`src/rtl/assert_macros.svh`:
```
// Assertion helpers for the RTL modules (included by pictl_fsm).
`ifndef ASSERT_MACROS_SVH
`define ASSERT_MACROS_SVH

// Same-cycle implication.
`define ASSERT_IMPL(lbl, ante, cons) \
  lbl: assert property (@(posedge clk) disable iff (!rst_n) (ante) |-> (cons)) \
    else $error("assertion failed");

// Next-cycle implication.
`define ASSERT_NEXT(lbl, ante, cons) \
  lbl: assert property (@(posedge clk) disable iff (!rst_n) (ante) |=> (cons)) \
    else $error("assertion failed");

`endif

```
`src/rtl/pictl_pkg.sv`:
```
package pictl_pkg;

  localparam int unsigned CfgIdxW  = 3;
  localparam int unsigned CfgDataW = 16;
  localparam int unsigned ByteIdxW = 4;

  // datapath commands
  localparam logic [2:0] OP_IDLE = 3'd0;
  localparam logic [2:0] OP_LOAD = 3'd1;
  localparam logic [2:0] OP_MP   = 3'd2;
  localparam logic [2:0] OP_MI   = 3'd3;
  localparam logic [2:0] OP_DRV  = 3'd4;
  localparam logic [2:0] OP_MS   = 3'd5;
  localparam logic [2:0] OP_DUTY = 3'd6;
  localparam logic [2:0] OP_EMIT = 3'd7;

  // config register indexes
  localparam logic [CfgIdxW-1:0] REG_PROP_MULT   = 3'd0;
  localparam logic [CfgIdxW-1:0] REG_PROP_SHIFT  = 3'd1;
  localparam logic [CfgIdxW-1:0] REG_INTEG_MULT  = 3'd2;
  localparam logic [CfgIdxW-1:0] REG_INTEG_SHIFT = 3'd3;
  localparam logic [CfgIdxW-1:0] REG_SCALE_MULT  = 3'd4;
  localparam logic [CfgIdxW-1:0] REG_SCALE_SHIFT = 3'd5;
  localparam logic [CfgIdxW-1:0] REG_REPORT_MODE = 3'd6;

  // report modes
  localparam logic [2:0] MODE_NONE   = 3'd0;
  localparam logic [2:0] MODE_A      = 3'd1;
  localparam logic [2:0] MODE_B      = 3'd2;
  localparam logic [2:0] MODE_INTEG  = 3'd3;
  localparam logic [2:0] MODE_ERR    = 3'd4;
  localparam logic [2:0] MODE_DRIVE  = 3'd5;
  localparam logic [2:0] MODE_DUTY   = 3'd6;
  localparam logic [2:0] MODE_PACKET = 3'd7;

  localparam logic [7:0]          PKT_HDR      = 8'd103;
  localparam logic [ByteIdxW-1:0] PKT_LAST_IDX = 4'd10;
  localparam logic [ByteIdxW-1:0] PKT_IDX_A    = 4'd1;
  localparam logic [ByteIdxW-1:0] PKT_IDX_B    = 4'd2;
  localparam logic [ByteIdxW-1:0] PKT_IDX_EHI  = 4'd3;
  localparam logic [ByteIdxW-1:0] PKT_IDX_ELO  = 4'd4;
  localparam logic [ByteIdxW-1:0] PKT_IDX_IHI  = 4'd5;
  localparam logic [ByteIdxW-1:0] PKT_IDX_ILO  = 4'd6;
  localparam logic [ByteIdxW-1:0] PKT_IDX_DHI  = 4'd7;
  localparam logic [ByteIdxW-1:0] PKT_IDX_DLO  = 4'd8;
  localparam logic [ByteIdxW-1:0] PKT_IDX_DUTY = 4'd9;

  typedef struct packed {
    logic [2:0]          op;
    logic [ByteIdxW-1:0] byte_idx;
  } cmd_t;

  typedef struct packed {
    logic last_byte;
  } stat_t;

endpackage

```
`src/rtl/pictl_in_if.sv`:
```
interface pictl_in_if;
  logic       valid;
  logic       ready;
  logic [7:0] sample_a;
  logic [7:0] sample_b;

  modport source (output valid, output sample_a, output sample_b, input ready);
  modport sink   (input valid, input sample_a, input sample_b, output ready);
endinterface

```
`src/rtl/pictl_out_if.sv`:
```
interface pictl_out_if;
  logic       valid;
  logic       ready;
  logic [7:0] duty;
  logic [7:0] report_byte;
  logic       has_report;
  logic       last;

  modport source (output valid, output duty, output report_byte, output has_report,
                  output last, input ready);
  modport sink   (input valid, input duty, input report_byte, input has_report,
                  input last, output ready);
endinterface

```
`src/rtl/pi_controller_with_report.sv`:
```
// Channel   Dir  Payload                                   Handshake
// in_chan   in   sample_a[8], sample_b[8]                  valid/ready
// out_chan  out  duty[8], report_byte[8], has_report, last valid/ready
// cfg_*     in   cfg_idx[3], cfg_wdata[16]                 cfg_we, no stall
//
// A request emits 1, 2 or 11 report bytes; after acceptance the FSM steps S_MP,
// S_MI, S_DRV, S_MS, S_DUTY, and out valid rises in S_EMIT. The three chained
// products share one multiplier, and bytes leave one per cycle.
// Reset (rst_n low, synchronous) clears the config regs, integral and FSM.
// out_ready low holds the current byte; in_chan.ready is high only when idle.
module pi_controller_with_report (
  input  logic                            clk,
  input  logic                            rst_n,
  input  logic                            cfg_we,
  input  logic [pictl_pkg::CfgIdxW-1:0]   cfg_idx,
  input  logic [pictl_pkg::CfgDataW-1:0]  cfg_wdata,
  pictl_in_if.sink                        in_chan,
  pictl_out_if.source                     out_chan
);

  pictl_pkg::cmd_t  cmd;
  pictl_pkg::stat_t stat;
  logic             in_ready;
  logic             out_valid;

  pictl_fsm u_fsm (
    .clk       (clk),
    .rst_n     (rst_n),
    .in_valid  (in_chan.valid),
    .in_ready  (in_ready),
    .out_valid (out_valid),
    .out_ready (out_chan.ready),
    .stat      (stat),
    .cmd       (cmd)
  );

  pictl_dp u_dp (
    .clk         (clk),
    .rst_n       (rst_n),
    .cfg_we      (cfg_we),
    .cfg_idx     (cfg_idx),
    .cfg_wdata   (cfg_wdata),
    .sample_a    (in_chan.sample_a),
    .sample_b    (in_chan.sample_b),
    .cmd         (cmd),
    .stat        (stat),
    .duty        (out_chan.duty),
    .report_byte (out_chan.report_byte),
    .has_report  (out_chan.has_report),
    .last        (out_chan.last)
  );

  assign in_chan.ready  = in_ready;
  assign out_chan.valid = out_valid;

endmodule

```
`src/rtl/pictl_fsm.sv`:
```
`include "assert_macros.svh"

module pictl_fsm (
  input  logic             clk,
  input  logic             rst_n,
  input  logic             in_valid,
  output logic             in_ready,
  output logic             out_valid,
  input  logic             out_ready,
  input  pictl_pkg::stat_t stat,
  output pictl_pkg::cmd_t  cmd
);

  localparam logic [2:0] S_IDLE = 3'd0;
  localparam logic [2:0] S_MP   = 3'd1;
  localparam logic [2:0] S_MI   = 3'd2;
  localparam logic [2:0] S_DRV  = 3'd3;
  localparam logic [2:0] S_MS   = 3'd4;
  localparam logic [2:0] S_DUTY = 3'd5;
  localparam logic [2:0] S_EMIT = 3'd6;

  logic [2:0]                      state_r, state_nxt;
  logic [pictl_pkg::ByteIdxW-1:0]  idx_r, idx_nxt;

  assign in_ready  = (state_r == S_IDLE);
  assign out_valid = (state_r == S_EMIT);

  always_comb begin
    state_nxt    = state_r;
    idx_nxt      = idx_r;
    cmd.op       = pictl_pkg::OP_IDLE;
    cmd.byte_idx = idx_r;
    unique case (state_r)
      S_IDLE: begin
        idx_nxt = '0;
        if (in_valid) begin
          cmd.op    = pictl_pkg::OP_LOAD;
          state_nxt = S_MP;
        end
      end
      S_MP: begin
        cmd.op    = pictl_pkg::OP_MP;
        state_nxt = S_MI;
      end
      S_MI: begin
        cmd.op    = pictl_pkg::OP_MI;
        state_nxt = S_DRV;
      end
      S_DRV: begin
        cmd.op    = pictl_pkg::OP_DRV;
        state_nxt = S_MS;
      end
      S_MS: begin
        cmd.op    = pictl_pkg::OP_MS;
        state_nxt = S_DUTY;
      end
      S_DUTY: begin
        cmd.op    = pictl_pkg::OP_DUTY;
        state_nxt = S_EMIT;
      end
      S_EMIT: begin
        cmd.op = pictl_pkg::OP_EMIT;
        if (out_ready) begin
          if (stat.last_byte) begin
            state_nxt = S_IDLE;
          end else begin
            idx_nxt = idx_r + 1'b1;
          end
        end
      end
      default: begin
        state_nxt = S_IDLE;
      end
    endcase
  end

  always_ff @(posedge clk) begin
    if (!rst_n) begin
      state_r <= S_IDLE;
      idx_r   <= '0;
    end else begin
      state_r <= state_nxt;
      idx_r   <= idx_nxt;
    end
  end

  `ASSERT_IMPL(a_no_overlap, in_ready, !out_valid)
  `ASSERT_NEXT(a_accept_starts, in_valid && in_ready, state_r == S_MP)
  `ASSERT_NEXT(a_last_ends, out_valid && out_ready && stat.last_byte, in_ready)
  `ASSERT_IMPL(a_idx_range, out_valid, idx_r <= pictl_pkg::PKT_LAST_IDX)

endmodule

```
`src/rtl/pictl_dp.sv`:
```
module pictl_dp (
  input  logic                            clk,
  input  logic                            rst_n,
  input  logic                            cfg_we,
  input  logic [pictl_pkg::CfgIdxW-1:0]   cfg_idx,
  input  logic [pictl_pkg::CfgDataW-1:0]  cfg_wdata,
  input  logic [7:0]                      sample_a,
  input  logic [7:0]                      sample_b,
  input  pictl_pkg::cmd_t                 cmd,
  output pictl_pkg::stat_t                stat,
  output logic [7:0]                      duty,
  output logic [7:0]                      report_byte,
  output logic                            has_report,
  output logic                            last
);

  function automatic logic signed [15:0] sat34(input logic signed [33:0] v);
    if (v > 34'sd32767) begin
      return 16'sd32767;
    end else if (v < -34'sd32768) begin
      return -16'sd32768;
    end else begin
      return v[15:0];
    end
  endfunction

  function automatic logic signed [15:0] sat17(input logic signed [16:0] v);
    if (v > 17'sd32767) begin
      return 16'sd32767;
    end else if (v < -17'sd32768) begin
      return -16'sd32768;
    end else begin
      return v[15:0];
    end
  endfunction

  logic [15:0]        prop_mult_r, integ_mult_r, scale_mult_r;
  logic [4:0]         prop_shift_r, integ_shift_r, scale_shift_r;
  logic [2:0]         mode_r;
  logic signed [15:0] integ_r, integ_nxt;

  logic [7:0]         a_r, b_r;
  logic signed [33:0] prod_r, prod_nxt;
  logic signed [15:0] p_r, drive_r, drive_nxt;
  logic [7:0]         duty_r, duty_nxt;

  logic signed [8:0]  err;
  logic [15:0]        ue;
  logic signed [16:0] mul_x, mul_m;
  logic [4:0]         sh_amt;
  logic signed [15:0] sh_term, t;
  logic [15:0]        dsum;
  logic [15:0]        word;
  logic [pictl_pkg::ByteIdxW-1:0] last_idx;

  assign err = $signed({1'b0, b_r}) - $signed({1'b0, a_r});
  assign ue  = {{7{err[8]}}, err};

  always_comb begin
    unique case (cmd.op)
      pictl_pkg::OP_MI: begin
        mul_x = {integ_r[15], integ_r};
        mul_m = $signed({1'b0, integ_mult_r});
      end
      pictl_pkg::OP_MS: begin
        mul_x = {drive_r[15], drive_r};
        mul_m = $signed({1'b0, scale_mult_r});
      end
      default: begin
        mul_x = {{8{err[8]}}, err};
        mul_m = $signed({1'b0, prop_mult_r});
      end
    endcase
  end

  assign prod_nxt = 34'(mul_x) * 34'(mul_m);

  always_comb begin
    unique case (cmd.op)
      pictl_pkg::OP_DRV:  sh_amt = integ_shift_r;
      pictl_pkg::OP_DUTY: sh_amt = scale_shift_r;
      default:            sh_amt = prop_shift_r;
    endcase
  end

  assign sh_term   = sat34(prod_r >>> sh_amt);
  assign drive_nxt = sat17({p_r[15], p_r} + {sh_term[15], sh_term});
  assign integ_nxt = sat17({integ_r[15], integ_r} + {{8{err[8]}}, err});
  assign t         = sat17({sh_term[15], sh_term} + 17'sd32767);
  assign dsum      = t + 16'h7fff;
  assign duty_nxt  = dsum[15:8];

  always_ff @(posedge clk) begin
    if (!rst_n) begin
      prop_mult_r   <= '0;
      prop_shift_r  <= '0;
      integ_mult_r  <= '0;
      integ_shift_r <= '0;
      scale_mult_r  <= '0;
      scale_shift_r <= '0;
      mode_r        <= pictl_pkg::MODE_NONE;
      integ_r       <= '0;
    end else begin
      if (cfg_we) begin
        unique case (cfg_idx)
          pictl_pkg::REG_PROP_MULT:   prop_mult_r   <= cfg_wdata;
          pictl_pkg::REG_PROP_SHIFT:  prop_shift_r  <= cfg_wdata[4:0];
          pictl_pkg::REG_INTEG_MULT:  integ_mult_r  <= cfg_wdata;
          pictl_pkg::REG_INTEG_SHIFT: integ_shift_r <= cfg_wdata[4:0];
          pictl_pkg::REG_SCALE_MULT:  scale_mult_r  <= cfg_wdata;
          pictl_pkg::REG_SCALE_SHIFT: scale_shift_r <= cfg_wdata[4:0];
          pictl_pkg::REG_REPORT_MODE: mode_r        <= cfg_wdata[2:0];
          default: ;
        endcase
      end
      // integral updates after its term has been multiplied
      if (cmd.op == pictl_pkg::OP_MS) begin
        integ_r <= integ_nxt;
      end
    end
  end

  always_ff @(posedge clk) begin
    if (cmd.op == pictl_pkg::OP_LOAD) begin
      a_r <= sample_a;
      b_r <= sample_b;
    end
    if (cmd.op == pictl_pkg::OP_MP || cmd.op == pictl_pkg::OP_MI ||
        cmd.op == pictl_pkg::OP_MS) begin
      prod_r <= prod_nxt;
    end
    if (cmd.op == pictl_pkg::OP_MI) begin
      p_r <= sh_term;
    end
    if (cmd.op == pictl_pkg::OP_DRV) begin
      drive_r <= drive_nxt;
    end
    if (cmd.op == pictl_pkg::OP_DUTY) begin
      duty_r <= duty_nxt;
    end
  end

  // report byte selection
  always_comb begin
    word        = ue;
    last_idx    = '0;
    has_report  = 1'b1;
    report_byte = 8'h00;
    unique case (mode_r)
      pictl_pkg::MODE_NONE: begin
        has_report = 1'b0;
      end
      pictl_pkg::MODE_A: report_byte = a_r;
      pictl_pkg::MODE_B: report_byte = b_r;
      pictl_pkg::MODE_INTEG, pictl_pkg::MODE_ERR, pictl_pkg::MODE_DRIVE: begin
        if (mode_r == pictl_pkg::MODE_INTEG) begin
          word = integ_r;
        end else if (mode_r == pictl_pkg::MODE_DRIVE) begin
          word = drive_r;
        end
        last_idx    = 4'd1;
        report_byte = cmd.byte_idx[0] ? word[7:0] : word[15:8];
      end
      pictl_pkg::MODE_DUTY: report_byte = duty_r;
      pictl_pkg::MODE_PACKET: begin
        last_idx = pictl_pkg::PKT_LAST_IDX;
        unique case (cmd.byte_idx)
          pictl_pkg::PKT_IDX_A:    report_byte = a_r;
          pictl_pkg::PKT_IDX_B:    report_byte = b_r;
          pictl_pkg::PKT_IDX_EHI:  report_byte = ue[15:8];
          pictl_pkg::PKT_IDX_ELO:  report_byte = ue[7:0];
          pictl_pkg::PKT_IDX_IHI:  report_byte = integ_r[15:8];
          pictl_pkg::PKT_IDX_ILO:  report_byte = integ_r[7:0];
          pictl_pkg::PKT_IDX_DHI:  report_byte = drive_r[15:8];
          pictl_pkg::PKT_IDX_DLO:  report_byte = drive_r[7:0];
          pictl_pkg::PKT_IDX_DUTY: report_byte = duty_r;
          pictl_pkg::PKT_LAST_IDX:
            report_byte = pictl_pkg::PKT_HDR ^ a_r ^ ue[7:0] ^ duty_r;
          default: report_byte = pictl_pkg::PKT_HDR;
        endcase
      end
      default: ;
    endcase
  end

  assign last           = (cmd.byte_idx == last_idx);
  assign stat.last_byte = last;
  assign duty           = duty_r;

endmodule
```
`src/flat_wrapper.sv`:
```
// flat-port wrapper written by rule: the top's interface ports become plain ports
module pi_controller_with_report_flat 
  (clk, rst_n, cfg_we, cfg_idx, cfg_wdata, in_chan_valid, in_chan_sample_a, in_chan_sample_b, in_chan_ready, out_chan_valid, out_chan_duty, out_chan_report_byte, out_chan_has_report, out_chan_last, out_chan_ready);
  pictl_in_if in_chan_i ();
  pictl_out_if out_chan_i ();
  input  logic clk;
  input  logic rst_n;
  input  logic cfg_we;
  input  logic [pictl_pkg::CfgIdxW-1:0] cfg_idx;
  input  logic [pictl_pkg::CfgDataW-1:0] cfg_wdata;
  input wire logic [$bits(in_chan_i.valid)-1:0] in_chan_valid;
  input wire logic [$bits(in_chan_i.sample_a)-1:0] in_chan_sample_a;
  input wire logic [$bits(in_chan_i.sample_b)-1:0] in_chan_sample_b;
  output wire logic [$bits(in_chan_i.ready)-1:0] in_chan_ready;
  output wire logic [$bits(out_chan_i.valid)-1:0] out_chan_valid;
  output wire logic [$bits(out_chan_i.duty)-1:0] out_chan_duty;
  output wire logic [$bits(out_chan_i.report_byte)-1:0] out_chan_report_byte;
  output wire logic [$bits(out_chan_i.has_report)-1:0] out_chan_has_report;
  output wire logic [$bits(out_chan_i.last)-1:0] out_chan_last;
  input wire logic [$bits(out_chan_i.ready)-1:0] out_chan_ready;
  assign in_chan_i.valid = in_chan_valid;
  assign in_chan_i.sample_a = in_chan_sample_a;
  assign in_chan_i.sample_b = in_chan_sample_b;
  assign in_chan_ready = in_chan_i.ready;
  assign out_chan_valid = out_chan_i.valid;
  assign out_chan_duty = out_chan_i.duty;
  assign out_chan_report_byte = out_chan_i.report_byte;
  assign out_chan_has_report = out_chan_i.has_report;
  assign out_chan_last = out_chan_i.last;
  assign out_chan_i.ready = out_chan_ready;
  pi_controller_with_report u_core (.clk(clk), .rst_n(rst_n), .cfg_we(cfg_we), .cfg_idx(cfg_idx), .cfg_wdata(cfg_wdata), .in_chan(in_chan_i), .out_chan(out_chan_i));
endmodule
```
`config.mk`:
```
export PLATFORM = sky130hd
export DESIGN_NAME = pi_controller_with_report_flat
export DESIGN_NICKNAME = d
export VERILOG_FILES = /design/src/rtl/pictl_pkg.sv /design/src/rtl/pictl_in_if.sv /design/src/rtl/pictl_out_if.sv /design/src/rtl/pi_controller_with_report.sv /design/src/rtl/pictl_fsm.sv /design/src/rtl/pictl_dp.sv /design/src/flat_wrapper.sv
export VERILOG_INCLUDE_DIRS = /design/src /design/src/rtl
export SDC_FILE = /design/constraint.sdc
export NUM_CORES = 1
export LEC_CHECK = 0
export ABC_AREA = 1
export BUFFER_PORTS_ARGS = -buffer_cell sky130_fd_sc_hd__buf_2
export CORE_ASPECT_RATIO = 1.1
export CORE_MARGIN = 4
export CORE_UTILIZATION = 25
export DETAILED_ROUTE_END_ITERATION = 8
export PLACE_DENSITY = 0.45
export SYNTH_ARGS = -nofsm -noshare
export SYNTH_HDL_FRONTEND = slang
export SYNTH_HIERARCHICAL = 1
export SYNTH_SLANG_ARGS = --single-unit
```
`constraint.sdc`:
```
create_clock -name clk -period 15.75 [get_ports clk]
set_input_delay 1.575 -clock clk [delete_from_list [all_inputs] [get_ports clk]]
set_output_delay 1.575 -clock clk [all_outputs]
set_load 0.01 [all_outputs]
```
==> reports/results.ini <==
[run_status]
status=complete, no violations

[worst_setup_path]
arrival_ns=10.75
end_kind=flop
critPathBufInv=8
critPathMaxFanout=26
cp.depth=39
rrSetupSlack_ns=5.47
reg2reg_to=u_core/u_dp/prod_r[32]
slowest_delay_ns=1.02
r2r_start=u_core/u_fsm/state_r[0]
cp_data_required_time_ns=15.96
critPathKind=input port to flop
r2r_cells=40
crit_top_cell=nand2_1
critical_path.top_delay_family=adder cells
cp-startpoint=in_chan_valid
cp_slowest_cell=a21oi_1
cp-start-kind=input port

[yosys]
synthFlopType=edfxtp_1
netlist_top_cells_area=fa_1 24%, edfxtp_1 12%, inv_1 9.7%
syn-mean-instance-area_um2=7.55
synth_cells=2993
yosysSeqAreaShare_pct=19.8
syn_area_um2=22600
synth_cell_types=56
syn-num-nets=3434
yosys-top-cells-count=583 x inv_1, 578 x nand2_1, 292 x nor2_1, 272 x fa_1, 185 x nand3_1
synth.top_cell.area_share_pct=24.1
async_flop_share_pct=0
synth_edf_count=90
synth_warnings=6
yosysTopAreaCell=fa_1
ys_ff_latch=179
synth.most_common_cell=inv_1

[hold_path]
min_from=u_core/u_dp/integ_mult_r[2]
hp-class=flop to flop
holdPathStages=2
hold_path_end=u_core/u_dp/integ_mult_r[2]

[sta]
report.final.slew_viol_count=0
setup_violations=0
rsz0062_at_grt=false
finalSetupTns_ns=0
max-slew-margin-rel_pct=15.9
tightest_slew_ns=1.26
max_freq_ghz=0.0950
hold_viol=0
finalCriticalPeriod_ns=10.53
fin_crit_sh_pct=66.9
layout_setup_ws_ns=5.22
skew_ns=0.0179

[cts]
cts_root_buffer=clkbuf_16
max-clock-path-buffers=2
cts_hold_buf=0
htreeDepth=4
cts_tree=built
clock_sinks=179
clock_latency_ns=0.48
post_cts_buffers=0
numCtsBuffers=17
clk_pin_slew_worst_paths_ns=0.08
post_cts_resized=0

[place]
io_buffer_count=59
dp.cells=4158
dp_slack_ns=4.81
place_hpwl_um=58200
place_congestion=0.886

[run]
maxCapViolCount=0

[route]
vias=19295
wl_um=70800
drt_iter0_markers=1194
first_pass_iters=6
postRouteAntennaNets=0
drc_errors=0
wl_per_cell_um=16.9
via_per_inst=4.61

[die]
initial_core_util_pct=25.3
io_pins=60
die_w_um=295
chipHeight_um=323
row_count=115
core_um2=89500
dieArea_um2=95300

[global_route]
grt_pass1_vias=19741
track_usage_pct=15.1
grt_pass1_wl_um=112000
grt_max_degree=76
gr-total-overflow=0
antenna_found_initial=0

[layout]
final_layout_size_suffix_gt1_share_pct=6.82
syn2layout_area_growth_pct=9.67
fin_nets=3448
fin_cells=4190
n_antenna_cell=0

[metal layers]
layer  share of wire, %  routed length [µm]  GRT usage, %
met4                2.5                1790          4.35
met3                3.7                2590          2.05
met2                 49               35000          26.6
met1                 44               31500          19.5
met5                  0                   0             0
[worst max path at each step]
stage / slack [ns] / to
after floorplan: 5.72 / u_core/u_dp/prod_r[32]
after global placement: 4.90 / u_core/u_dp/prod_r[32]
after detailed placement: 4.81 / u_core/u_dp/prod_r[32]
after CTS: 5.29 / u_core/u_dp/prod_r[32]
after global routing: 4.51 / u_core/u_dp/prod_r[32]
final: 5.22 / u_core/u_dp/prod_r[32]
[kinds of logic after synthesis]
| group | Yosys count | share of synthesized area (%) |
|---|---|---|
| compound gates | 475 | 12.3 |
| xor+xnor | 70 | 2.71 |
| fa+ha+maj | 401 | 31.2 |
| buf+inv | 703 | 12.1 |
| flops | 179 | 19.8 |
| mux | 1 | 0.0443 |
| simple gates | 1164 | 21.7 |
[through the flow]
| stage | hold slack, ns | utilization [%] | instance area [µm²] |
|---|---|---|---|
| global route | 0.471 | 27.7 | 24800 |
| global placement | 0.440 | 27.0 | 24200 |
| finish | 0.457 | 27.7 | 24800 |
| detailed placement | 0.441 | 27.0 | 24200 |
| CTS | 0.459 | 27.7 | 24800 |
| floorplan | 0.424 | - | 22600 |
[layout make-up]
class / instances / area (µm²)
tap: 1170 / 1460
timing repair buffer: 90 / 528
fill: 9920 / 64700
multi-input combinational: 2111 / 15400
inverter: 608 / 2290
clock buffer: 17 / 425
clock inverter: 15 / 179
sequential: 179 / 4480
[tightest hold or removal path: stages (launching register included)]
cell,delay (ns)
dfxtp_1,0.30
inv_1,0.06
a21oi_1,0.05
[placed cells by master (no fill, tap or decap), drive strengths merged]
| master | synthesis | final |
|---|---|---|
| a221oi | 21 | 21 |
| a21o | 1 | 1 |
| fa | 272 | 272 |
| clkinv | 14 | 21 |
| o221ai | 15 | 15 |
| o22ai | 35 | 35 |
| mux2i | 1 | 1 |
| nand3b | 1 | 1 |
| nor2 | 306 | 306 |
| o41ai | 1 | 1 |
| xor2 | 47 | 47 |
| ha | 129 | 129 |
| clkbuf | 54 | 17 |
| a31oi | 10 | 10 |
| xnor2 | 23 | 23 |
| inv | 594 | 602 |
| o21ai | 172 | 172 |
| o21bai | 12 | 12 |
| a22oi | 2 | 2 |
| edfxtp | 90 | 90 |
| and2 | 2 | 2 |
| nand2 | 605 | 605 |
| a41oi | 1 | 1 |
| nand4 | 33 | 33 |
| a221o | 1 | 1 |
| a211oi | 8 | 8 |
| nor3 | 11 | 11 |
| dfxtp | 89 | 89 |
| nand3 | 190 | 190 |
| buf | 41 | 90 |
| o21ba | 1 | 1 |
| o31ai | 2 | 2 |
| a2111oi | 3 | 3 |
| a21boi | 1 | 1 |
| o211ai | 25 | 25 |
| and3 | 1 | 1 |
| or2 | 15 | 15 |
| o2111ai | 6 | 6 |
| a21oi | 158 | 158 |
[flip-flops by register name, indices dropped and copies added, names as in the netlist, 8 cells and up]
name and cells:
u_core/u_dp/a_r 8, u_core/u_dp/b_r 8, u_core/u_dp/drive_r 16, u_core/u_dp/duty 8, u_core/u_dp/integ_mult_r 16, u_core/u_dp/integ_r 16
u_core/u_dp/p_r 16, u_core/u_dp/prod_r 34, u_core/u_dp/prop_mult_r 16, u_core/u_dp/scale_mult_r 16
Power is not shown: default switching activity piles up to over one toggle a cycle in this logic, so the estimate is an artifact.
